===== config.mk =====
export PLATFORM = sky130hd
export DESIGN_NAME = least_cost_path_assigner
export DESIGN_NICKNAME = d
export VERILOG_FILES = /design/src/design/lcpa_pkg.sv /design/src/design/lcpa_front.sv /design/src/design/lcpa_fifo.sv /design/src/design/lcpa_back.sv /design/src/design/least_cost_path_assigner.sv
export SDC_FILE = /design/constraint.sdc
export NUM_CORES = 2
export LEC_CHECK = 0
export ABC_AREA = 1
export BUFFER_PORTS_ARGS = -buffer_cell sky130_fd_sc_hd__buf_2
export CORE_UTILIZATION = 40
export CTS_CLUSTER_DIAMETER = 120
export DETAILED_ROUTE_END_ITERATION = 10
export GPL_TIMING_DRIVEN = 1
export HOLD_SLACK_MARGIN = 0.06
export PLACE_DENSITY = 0.64
export SLEW_MARGIN = 20
export SYNTH_ARGS = -nofsm -noshare
export SYNTH_HDL_FRONTEND = slang
export SYNTH_SLANG_ARGS = --single-unit

===== constraint.sdc =====
create_clock -name clk_i -period 8.8 [get_ports clk_i]
set_input_delay 0 -clock clk_i [delete_from_list [all_inputs] [get_ports clk_i]]
set_output_delay 0 -clock clk_i [all_outputs]
set_load 0.05 [all_outputs]

===== src/design/lcpa_pkg.sv =====
// ----------------------------------------------------------------------------
// lcpa_pkg
// Shared types, constants and saturating helpers for the least-cost path
// assigner.
// ----------------------------------------------------------------------------
package lcpa_pkg;

  localparam int OpW     = 2;
  localparam int RouteW  = 4;
  localparam int LenW    = 16;
  localparam int CfgW    = 5;
  localparam int FinW    = 32;
  localparam int ItemW   = 24;

  localparam int DefMaxRoutes = 16;
  localparam int FifoDepth    = 2;

  localparam logic [FinW-1:0]  CostLimit = 32'h7FFF_FFFF;
  localparam logic [ItemW-1:0] ItemLimit = 24'hFF_FFFF;

  typedef enum logic [OpW-1:0] {
    OP_LOAD   = 2'd0,
    OP_ASSIGN = 2'd1,
    OP_READ   = 2'd2,
    OP_NOP    = 2'd3
  } op_e;

  // classified command handed from front to back
  typedef enum logic [2:0] {
    CMD_LOAD   = 3'd0,  // write an in-range entry
    CMD_ASSIGN = 3'd1,  // scan and update
    CMD_READ   = 3'd2,  // report an in-range entry
    CMD_ECHO   = 3'd3,  // echo index, all else zero
    CMD_NONE   = 3'd4   // assign with no active route
  } cmd_e;

  typedef struct packed {
    cmd_e              kind;
    logic [RouteW-1:0] idx;
    logic [LenW-1:0]   len;
  } cmd_t;

  typedef struct packed {
    logic [FinW-1:0]  cost;
    logic [FinW-1:0]  fin;
    logic [ItemW-1:0] items;
  } entry_t;

  typedef struct packed {
    logic empty;
    logic full;
  } q_stat_t;

  function automatic logic [FinW-1:0] sat_inc_cost(input logic [FinW-1:0] v);
    return (v >= CostLimit) ? CostLimit : v + FinW'(1);
  endfunction

  function automatic logic [ItemW-1:0] sat_inc_items(input logic [ItemW-1:0] v);
    return (v >= ItemLimit) ? ItemLimit : v + ItemW'(1);
  endfunction

endpackage


===== src/design/lcpa_front.sv =====
// ----------------------------------------------------------------------------
// lcpa_front
// Holds the active route register, accepts input items and classifies them
// into commands for the queue.
// ----------------------------------------------------------------------------
module lcpa_front #(
  parameter int MAX_ROUTES = lcpa_pkg::DefMaxRoutes,
  parameter int CntW       = $clog2(MAX_ROUTES + 1)
) (
  input  logic                        clk_i,
  input  logic                        rst_ni,
  input  logic                        cfg_valid_i,
  output logic                        cfg_ready_o,
  input  logic [lcpa_pkg::CfgW-1:0]   cfg_active_routes_i,
  input  logic                        in_valid_i,
  output logic                        in_ready_o,
  input  logic [lcpa_pkg::OpW-1:0]    op_i,
  input  logic [lcpa_pkg::RouteW-1:0] route_index_i,
  input  logic [lcpa_pkg::LenW-1:0]   route_length_i,
  input  lcpa_pkg::q_stat_t           q_stat_i,
  output logic                        push_o,
  output lcpa_pkg::cmd_t              cmd_o,
  output logic [CntW-1:0]             n_routes_o
);

  logic [lcpa_pkg::CfgW-1:0] active_q, active_d;
  logic                      in_range;

  assign cfg_ready_o = 1'b1;

  always_comb begin
    active_d = active_q;
    if (cfg_valid_i) begin
      active_d = cfg_active_routes_i;
    end
  end

  always_ff @(posedge clk_i or negedge rst_ni) begin
    if (!rst_ni) begin
      active_q <= '0;
    end else begin
      active_q <= active_d;
    end
  end

  // counts above the table size select over the whole table
  always_comb begin
    if (32'(active_q) > MAX_ROUTES) begin
      n_routes_o = CntW'(MAX_ROUTES);
    end else begin
      n_routes_o = CntW'(active_q);
    end
  end

  assign in_range   = 32'(route_index_i) < MAX_ROUTES;
  assign in_ready_o = !q_stat_i.full;
  assign push_o     = in_valid_i && !q_stat_i.full;

  always_comb begin
    cmd_o.idx  = route_index_i;
    cmd_o.len  = route_length_i;
    cmd_o.kind = lcpa_pkg::CMD_ECHO;
    unique case (lcpa_pkg::op_e'(op_i))
      lcpa_pkg::OP_LOAD: begin
        cmd_o.kind = in_range ? lcpa_pkg::CMD_LOAD : lcpa_pkg::CMD_ECHO;
      end
      lcpa_pkg::OP_ASSIGN: begin
        cmd_o.kind = (n_routes_o == '0) ? lcpa_pkg::CMD_NONE : lcpa_pkg::CMD_ASSIGN;
      end
      lcpa_pkg::OP_READ: begin
        cmd_o.kind = in_range ? lcpa_pkg::CMD_READ : lcpa_pkg::CMD_ECHO;
      end
      lcpa_pkg::OP_NOP: begin
        cmd_o.kind = lcpa_pkg::CMD_ECHO;
      end
    endcase
  end

endmodule


===== src/design/lcpa_fifo.sv =====
// ----------------------------------------------------------------------------
// lcpa_fifo
// Short command queue between the front and the back.
// ----------------------------------------------------------------------------
module lcpa_fifo #(
  parameter int DEPTH = lcpa_pkg::FifoDepth
) (
  input  logic              clk_i,
  input  logic              rst_ni,
  input  logic              push_i,
  input  lcpa_pkg::cmd_t    data_i,
  input  logic              pop_i,
  output lcpa_pkg::cmd_t    data_o,
  output lcpa_pkg::q_stat_t stat_o
);

  localparam int PtrW = (DEPTH > 1) ? $clog2(DEPTH) : 1;
  localparam int CntW = $clog2(DEPTH + 1);

  lcpa_pkg::cmd_t  store_q [DEPTH];
  logic [PtrW-1:0] wr_ptr_q, wr_ptr_d;
  logic [PtrW-1:0] rd_ptr_q, rd_ptr_d;
  logic [CntW-1:0] count_q, count_d;

  assign stat_o.empty = (count_q == '0);
  assign stat_o.full  = (count_q == CntW'(DEPTH));
  assign data_o       = store_q[rd_ptr_q];

  always_comb begin
    wr_ptr_d = wr_ptr_q;
    rd_ptr_d = rd_ptr_q;
    count_d  = count_q;
    if (push_i) begin
      wr_ptr_d = (wr_ptr_q == PtrW'(DEPTH - 1)) ? '0 : wr_ptr_q + PtrW'(1);
    end
    if (pop_i) begin
      rd_ptr_d = (rd_ptr_q == PtrW'(DEPTH - 1)) ? '0 : rd_ptr_q + PtrW'(1);
    end
    if (push_i && !pop_i) begin
      count_d = count_q + CntW'(1);
    end else if (pop_i && !push_i) begin
      count_d = count_q - CntW'(1);
    end
  end

  always_ff @(posedge clk_i or negedge rst_ni) begin
    if (!rst_ni) begin
      wr_ptr_q <= '0;
      rd_ptr_q <= '0;
      count_q  <= '0;
    end else begin
      wr_ptr_q <= wr_ptr_d;
      rd_ptr_q <= rd_ptr_d;
      count_q  <= count_d;
    end
  end

  always_ff @(posedge clk_i) begin
    if (push_i) begin
      store_q[wr_ptr_q] <= data_i;
    end
  end

endmodule


===== src/design/lcpa_back.sv =====
// ----------------------------------------------------------------------------
// lcpa_back
// Route table memory, sequential minimum scan with one comparator, entry
// update and the output register.
// ----------------------------------------------------------------------------
module lcpa_back #(
  parameter int MAX_ROUTES = lcpa_pkg::DefMaxRoutes,
  parameter int CntW       = $clog2(MAX_ROUTES + 1)
) (
  input  logic                        clk_i,
  input  logic                        rst_ni,
  input  logic [CntW-1:0]             n_routes_i,
  input  lcpa_pkg::q_stat_t           q_stat_i,
  input  lcpa_pkg::cmd_t              cmd_i,
  output logic                        pop_o,
  output logic                        out_valid_o,
  input  logic                        out_ready_i,
  output logic [lcpa_pkg::RouteW-1:0] chosen_route_o,
  output logic [lcpa_pkg::FinW-1:0]   finish_turn_o,
  output logic [lcpa_pkg::ItemW-1:0]  items_on_route_o,
  output logic                        no_route_o
);

  localparam int IdxW = (MAX_ROUTES > 1) ? $clog2(MAX_ROUTES) : 1;

  typedef enum logic [3:0] {
    S_IDLE   = 4'b0001,
    S_READ   = 4'b0010,
    S_SCAN   = 4'b0100,
    S_UPDATE = 4'b1000
  } state_e;

  state_e state_q, state_d;

  lcpa_pkg::entry_t mem [MAX_ROUTES];
  lcpa_pkg::entry_t rd_q;
  logic             rd_en;
  logic [IdxW-1:0]  rd_addr;
  logic             we;
  logic [IdxW-1:0]  wa;
  lcpa_pkg::entry_t wd;

  logic [IdxW-1:0]             cnt_q, cnt_d;
  lcpa_pkg::entry_t            best_q, best_d;
  logic [IdxW-1:0]             best_idx_q, best_idx_d;
  logic [lcpa_pkg::RouteW-1:0] rdidx_q, rdidx_d;
  lcpa_pkg::entry_t            upd;

  logic                        slot_free;
  logic                        out_load;
  logic                        out_valid_q, out_valid_d;
  logic [lcpa_pkg::RouteW-1:0] res_route_q, res_route_d;
  logic [lcpa_pkg::FinW-1:0]   res_fin_q, res_fin_d;
  logic [lcpa_pkg::ItemW-1:0]  res_items_q, res_items_d;
  logic                        res_none_q, res_none_d;
  logic                        scan_last;

  assign slot_free = !out_valid_q || out_ready_i;
  assign scan_last = (CntW'(cnt_q) + CntW'(1)) == n_routes_i;

  // first assignment starts the finish turn at the current cost
  always_comb begin
    upd.cost  = lcpa_pkg::sat_inc_cost(best_q.cost);
    upd.items = lcpa_pkg::sat_inc_items(best_q.items);
    if (best_q.fin == '0) begin
      upd.fin = (best_q.cost > lcpa_pkg::CostLimit) ? lcpa_pkg::CostLimit : best_q.cost;
    end else begin
      upd.fin = lcpa_pkg::sat_inc_cost(best_q.fin);
    end
  end

  always_comb begin
    state_d     = state_q;
    pop_o       = 1'b0;
    rd_en       = 1'b0;
    rd_addr     = '0;
    we          = 1'b0;
    wa          = '0;
    wd          = '0;
    out_load    = 1'b0;
    res_route_d = '0;
    res_fin_d   = '0;
    res_items_d = '0;
    res_none_d  = 1'b0;
    cnt_d       = cnt_q;
    best_d      = best_q;
    best_idx_d  = best_idx_q;
    rdidx_d     = rdidx_q;
    unique case (state_q)
      S_IDLE: begin
        if (!q_stat_i.empty) begin
          unique case (cmd_i.kind)
            lcpa_pkg::CMD_LOAD: begin
              if (slot_free) begin
                pop_o       = 1'b1;
                we          = 1'b1;
                wa          = IdxW'(cmd_i.idx);
                wd.cost     = lcpa_pkg::FinW'(cmd_i.len);
                wd.fin      = '0;
                wd.items    = '0;
                out_load    = 1'b1;
                res_route_d = cmd_i.idx;
              end
            end
            lcpa_pkg::CMD_READ: begin
              pop_o   = 1'b1;
              rd_en   = 1'b1;
              rd_addr = IdxW'(cmd_i.idx);
              rdidx_d = cmd_i.idx;
              state_d = S_READ;
            end
            lcpa_pkg::CMD_ASSIGN: begin
              pop_o   = 1'b1;
              rd_en   = 1'b1;
              rd_addr = '0;
              cnt_d   = '0;
              state_d = S_SCAN;
            end
            lcpa_pkg::CMD_NONE: begin
              if (slot_free) begin
                pop_o      = 1'b1;
                out_load   = 1'b1;
                res_none_d = 1'b1;
              end
            end
            default: begin
              if (slot_free) begin
                pop_o       = 1'b1;
                out_load    = 1'b1;
                res_route_d = cmd_i.idx;
              end
            end
          endcase
        end
      end
      S_READ: begin
        if (slot_free) begin
          out_load    = 1'b1;
          res_route_d = rdidx_q;
          res_fin_d   = rd_q.fin;
          res_items_d = rd_q.items;
          state_d     = S_IDLE;
        end
      end
      S_SCAN: begin
        // strict less keeps the lowest index on a tie
        if ((cnt_q == '0) || (rd_q.cost < best_q.cost)) begin
          best_d     = rd_q;
          best_idx_d = cnt_q;
        end
        if (scan_last) begin
          state_d = S_UPDATE;
        end else begin
          rd_en   = 1'b1;
          rd_addr = cnt_q + IdxW'(1);
          cnt_d   = cnt_q + IdxW'(1);
        end
      end
      S_UPDATE: begin
        if (slot_free) begin
          we          = 1'b1;
          wa          = best_idx_q;
          wd          = upd;
          out_load    = 1'b1;
          res_route_d = lcpa_pkg::RouteW'(best_idx_q);
          res_fin_d   = upd.fin;
          res_items_d = upd.items;
          state_d     = S_IDLE;
        end
      end
      default: begin
        state_d = S_IDLE;
      end
    endcase
  end

  always_comb begin
    out_valid_d = out_valid_q;
    if (out_load) begin
      out_valid_d = 1'b1;
    end else if (out_ready_i) begin
      out_valid_d = 1'b0;
    end
  end

  always_ff @(posedge clk_i or negedge rst_ni) begin
    if (!rst_ni) begin
      state_q     <= S_IDLE;
      out_valid_q <= 1'b0;
    end else begin
      state_q     <= state_d;
      out_valid_q <= out_valid_d;
    end
  end

  always_ff @(posedge clk_i) begin
    cnt_q      <= cnt_d;
    best_q     <= best_d;
    best_idx_q <= best_idx_d;
    rdidx_q    <= rdidx_d;
    if (out_load) begin
      res_route_q <= res_route_d;
      res_fin_q   <= res_fin_d;
      res_items_q <= res_items_d;
      res_none_q  <= res_none_d;
    end
  end

  always_ff @(posedge clk_i) begin
    if (we) begin
      mem[wa] <= wd;
    end
    if (rd_en) begin
      rd_q <= mem[rd_addr];
    end
  end

  assign out_valid_o      = out_valid_q;
  assign chosen_route_o   = res_route_q;
  assign finish_turn_o    = res_fin_q;
  assign items_on_route_o = res_items_q;
  assign no_route_o       = res_none_q;

  a_scan_in_range: assert property (@(posedge clk_i) disable iff (!rst_ni)
    (state_q == S_SCAN) |-> (CntW'(cnt_q) < n_routes_i))
    else $error("scan index beyond active routes");

  a_write_states: assert property (@(posedge clk_i) disable iff (!rst_ni)
    we |-> ((state_q == S_IDLE) || (state_q == S_UPDATE)))
    else $error("table write outside load or update");

  a_pop_idle: assert property (@(posedge clk_i) disable iff (!rst_ni)
    pop_o |-> ((state_q == S_IDLE) && !q_stat_i.empty))
    else $error("queue pop while busy or empty");

  a_load_free: assert property (@(posedge clk_i) disable iff (!rst_ni)
    out_load |-> slot_free)
    else $error("result overwrites an untaken result");

  a_none_zero: assert property (@(posedge clk_i) disable iff (!rst_ni)
    (out_load && res_none_d) |-> ((res_route_d == '0) && (res_fin_d == '0)
                                  && (res_items_d == '0)))
    else $error("no-route result carries data");

endmodule


===== src/design/least_cost_path_assigner.sv =====
// ----------------------------------------------------------------------------
// least_cost_path_assigner
// Route table with greedy least-cost assignment: front classifies items, a
// two-entry queue decouples it from the back that owns the table.
// ----------------------------------------------------------------------------
//  channel | signals                                   | dir
//  --------+-------------------------------------------+-----
//  cfg     | cfg_valid_i/cfg_ready_o, cfg_active_routes_i | in
//  in      | in_valid_i/in_ready_o, op_i, route_index_i,   | in
//          | route_length_i                             |
//  out     | out_valid_o/out_ready_i, chosen_route_o,    | out
//          | finish_turn_o, items_on_route_o, no_route_o |
//
//  Load, echo and no-route items complete from the idle state; read goes on to the
//  read state. Assign scans the active entries and then updates the chosen one:
//  one table entry per cycle through the single memory read port and one comparator.
//  Reset clears control state only; table entries are undefined until loaded.
//  A two-deep command queue and the output register let input transfers
//  continue while a result waits on out_ready_i.
// ----------------------------------------------------------------------------
module least_cost_path_assigner #(
  parameter int MAX_ROUTES = lcpa_pkg::DefMaxRoutes
) (
  input  logic                        clk_i,
  input  logic                        rst_ni,
  input  logic                        cfg_valid_i,
  output logic                        cfg_ready_o,
  input  logic [lcpa_pkg::CfgW-1:0]   cfg_active_routes_i,
  input  logic                        in_valid_i,
  output logic                        in_ready_o,
  input  logic [lcpa_pkg::OpW-1:0]    op_i,
  input  logic [lcpa_pkg::RouteW-1:0] route_index_i,
  input  logic [lcpa_pkg::LenW-1:0]   route_length_i,
  output logic                        out_valid_o,
  input  logic                        out_ready_i,
  output logic [lcpa_pkg::RouteW-1:0] chosen_route_o,
  output logic [lcpa_pkg::FinW-1:0]   finish_turn_o,
  output logic [lcpa_pkg::ItemW-1:0]  items_on_route_o,
  output logic                        no_route_o
);

  localparam int CntW = $clog2(MAX_ROUTES + 1);

  lcpa_pkg::q_stat_t q_stat;
  lcpa_pkg::cmd_t    push_cmd;
  lcpa_pkg::cmd_t    head_cmd;
  logic              push;
  logic              pop;
  logic [CntW-1:0]   n_routes;

  lcpa_front #(
    .MAX_ROUTES (MAX_ROUTES),
    .CntW       (CntW)
  ) u_front (
    .clk_i               (clk_i),
    .rst_ni              (rst_ni),
    .cfg_valid_i         (cfg_valid_i),
    .cfg_ready_o         (cfg_ready_o),
    .cfg_active_routes_i (cfg_active_routes_i),
    .in_valid_i          (in_valid_i),
    .in_ready_o          (in_ready_o),
    .op_i                (op_i),
    .route_index_i       (route_index_i),
    .route_length_i      (route_length_i),
    .q_stat_i            (q_stat),
    .push_o              (push),
    .cmd_o               (push_cmd),
    .n_routes_o          (n_routes)
  );

  lcpa_fifo #(
    .DEPTH (lcpa_pkg::FifoDepth)
  ) u_fifo (
    .clk_i  (clk_i),
    .rst_ni (rst_ni),
    .push_i (push),
    .data_i (push_cmd),
    .pop_i  (pop),
    .data_o (head_cmd),
    .stat_o (q_stat)
  );

  lcpa_back #(
    .MAX_ROUTES (MAX_ROUTES),
    .CntW       (CntW)
  ) u_back (
    .clk_i            (clk_i),
    .rst_ni           (rst_ni),
    .n_routes_i       (n_routes),
    .q_stat_i         (q_stat),
    .cmd_i            (head_cmd),
    .pop_o            (pop),
    .out_valid_o      (out_valid_o),
    .out_ready_i      (out_ready_i),
    .chosen_route_o   (chosen_route_o),
    .finish_turn_o    (finish_turn_o),
    .items_on_route_o (items_on_route_o),
    .no_route_o       (no_route_o)
  );

endmodule

==> impl_metrics.toml <==
[run_status]
status = "complete, no violations"

[min_path]
min_path_type = "in2reg"
hp-start = "op_i[0]"

[global_route]
grt_max_degree = 211
grt_pass1_wl_mm = 313
grt_overflow = 0
track_usage_pct = 21.5
grt_pass1_vias = 48800
antenna_found_initial = 2

[finish]
nets = 7104
multi_input_area_um2 = 18700
register_area_um2 = 51500
drive_gt1_share_pct = 6.99
fillCellCount = 17000
syn_to_final_growth_pct = 11.7

[place]
io_buffers = 94
dp_slack_ps = 4370
dp_hpwl_mm = 108
routabilityCongestion = 0.917

[clocking]
cts_tree = "yes"
cts_sinks = 1717
path_clk_slew_ps = 60
cts-root-buf = "clkbuf_16"
cts_resized = 0
htreeDepth = 4
clk_path_buf_depth = 3
cts_buffers = 171
clk_latency_ps = 840

[logic_synthesis]
ys_seq_elements = 1717
synthTopCellsByCount = "1703 x edfxtp_1, 1642 x nand3_1, 1216 x nand2_1"
netlist.top_cell.by_area = "edfxtp_1"
synth_most_common_cell = "edfxtp_1"
synthCells = 7002
synth_edf_count = 1703
synth.avg_cell_area_um2 = 10.9
synth_ff_type = "edfxtp_1"
synthTopCellsByArea = "edfxtp_1 67%, nand3_1 11%, nand2_1 6.0%"
ys_seq_area_share_pct = 67.6
syn-cell-area_um2 = 76200
synthArstFlopShare_pct = 0.815
synth_warnings = 0
ys_types = 47
syn_nets = 7072
netlist.area_leader.share_pct = 67.1

[critical_path]
critPathSlowestCell = "buf_4"
critPathTopFamily = "simple AND/OR/NAND/NOR gates"
cp-start-kind = "flop"
cp-end-kind = "flop"
crit_fanout = 81
r2r_start = "u_back.cnt_q[0]$_SDFFCE_PN0P_"
slowest_delay_ps = 790
cp_common_cell = "nand2_1"
crit_arrival_ps = 5110
crit_chain = "ha_1, nand2_1, nand2_1, nand2_1, nand2_1, nor2_1, nand3_2, nand2_8, buf_4, buf_4, nand3_1, nand3_1, nand3_1, nand3_1, nand2_1"
path_class = "reg2reg"
startpoint = "u_back.cnt_q[0]$_SDFFCE_PN0P_"
required_ps = 9370
path_buf_inv = 2

[sta]
fin_ws_ps = 4260
final-setup-viol-count = 0
finalClockSkew_ps = 42.3
hold_viol_final = 0
hold_ws_ps = 127
rsz0062_at_grt = "no"
post-route-min-period_ps = 4540
fin_crit_sh_pct = 51.5
worst-slew-pin-transition_ps = 1220
fin_tns_setup_ps = 0
relSlewSlack_pct = 18.4
fmax_ghz = 0.220
slew_violations = 0

[floorplan]
ioPinCount = 96
core_um2 = 188000
die_w_um = 438
num_rows = 159
die_h_um = 438
fp.dieArea_um2 = 192000
start_util_pct = 40.4

[detailed_routing]
detail_route.wl_per_cell_um = 21.9
firstDrtPassIters = 6
wl_mm = 211
vias = 52000
ant_nets = 0
first_iter_violations = 5772
drc = 0
via_per_inst = 5.37

[job]
maxCapViolCount = 0

[pwr]
leakagePower_nw = 33.8
peakVddDrop_mv = 0.283
power_density_nw_per_um2 = 302
==> worst paths after layout <==
path | slack (ps) | end | cells past startpoint
min in group asynchronous | 290 | u_fifo.wr_ptr_q$_DFFE_PN0P_ | 3
hold / removal | 130 | u_fifo.store_q[0][22]$_DFFE_PP_ | 4
setup reg to reg | 4260 | u_back.rd_q[44]$_DFFE_PP_ | 15
hold reg to reg | 450 | u_back.best_q[8]$_DFFE_PP_ | 0
max in group asynchronous | 8050 | u_back.state_q[2]$_DFFE_PN0P_ | 3
setup / recovery | 4260 | u_back.rd_q[44]$_DFFE_PP_ | 15
==> registers in the layout, summed over array words and instances (netlist names), 2 cells and up <==
signal / count
u_fifo.store_q: 46
u_back.state_q: 4
u_back.finish_turn_o: 32
u_back.rdidx_q: 4
u_back.best_idx_q: 4
u_back.rd_q: 88
u_fifo.count_q: 2
u_back.cnt_q: 4
u_back.items_on_route_o: 24
u_front.active_q: 5
u_back.mem: 1408
u_back.chosen_route_o: 4
u_back.best_q: 88
==> kinds of logic after synthesis <==
family	count (synthesis)	share of synthesized area, %
other cells	1	0.00492
compound gates	191	1.35
xor+xnor	57	0.655
mux	17	0.225
flops	1717	67.6
fa+ha+maj	38	0.624
simple gates	3445	21.4
buf+inv	1536	8.17
==> layout make-up <==
cell class	instances	area share (%)
Antenna cell	2	0.00588
Sequential cell	1717	60.5
Inverter	1133	5.01
Clock inverter	93	0.986
Tap cell	2495	3.67
Clock buffer	216	5.38
Multi-Input combinational cell	3749	22.0
Timing Repair Buffer	262	2.45
==> cell usage in the layout, fill, tap and decap left out, drive strengths merged, types with 38 or more instances in the layout <==
cell         instances
nand4               40
nand3b             270
clkbuf             216
dlygate4sd3         68
inv               1135
clkinv              77
o21ai              141
ha                  38
nor2               199
nand3             1644
xor2                48
edfxtp            1703
buf                194
nand2             1219
nor3                38
==> per-layer routing <==
layer	track usage, %	routed length, um	vias to the layer above
li1	-	-	23800
met1	28.2	84300	25200
met2	35.9	102000	2414
met3	3.03	16500	458
met4	8.79	8130	0
met5	0	0	-
==> worst min-delay path, stage by stage <==
cell           delay [ps]
dlygate4sd3_1         540
buf_2                 130
inv_1                  40
nor2_1                 60
==> stage by stage <==
stage          area [um^2]  util, %  power, mW  std cells
6_report             85100     45.2       25.7       9667
5_1_grt              85100     45.2       26.7       9666
4_1_cts              85100     45.2       25.8       9665
3_5_place_dp         79000     41.9       18.6       9288
3_3_place_gp         78900     41.9       18.5       9287
2_1_floorplan        76200        -       16.1       7002
==> repair_timing <==
| action | in CTS | in global routing |
|---|---|---|
| endpoints found under the hold margin | 123 | 0 |
| hold buffers | 68 | 0 |
| buffers inserted | 0 | 0 |
==> power breakdown <==
part / leakage (nW) / internal, mW / switching [mW]
logic: 15.9 / 1.92 / 5.59
clock network: 2.64 / 4.01 / 3.13
registers: 15.3 / 10.5 / 0.481
Note: power is estimated with default switching activity, not from simulation.
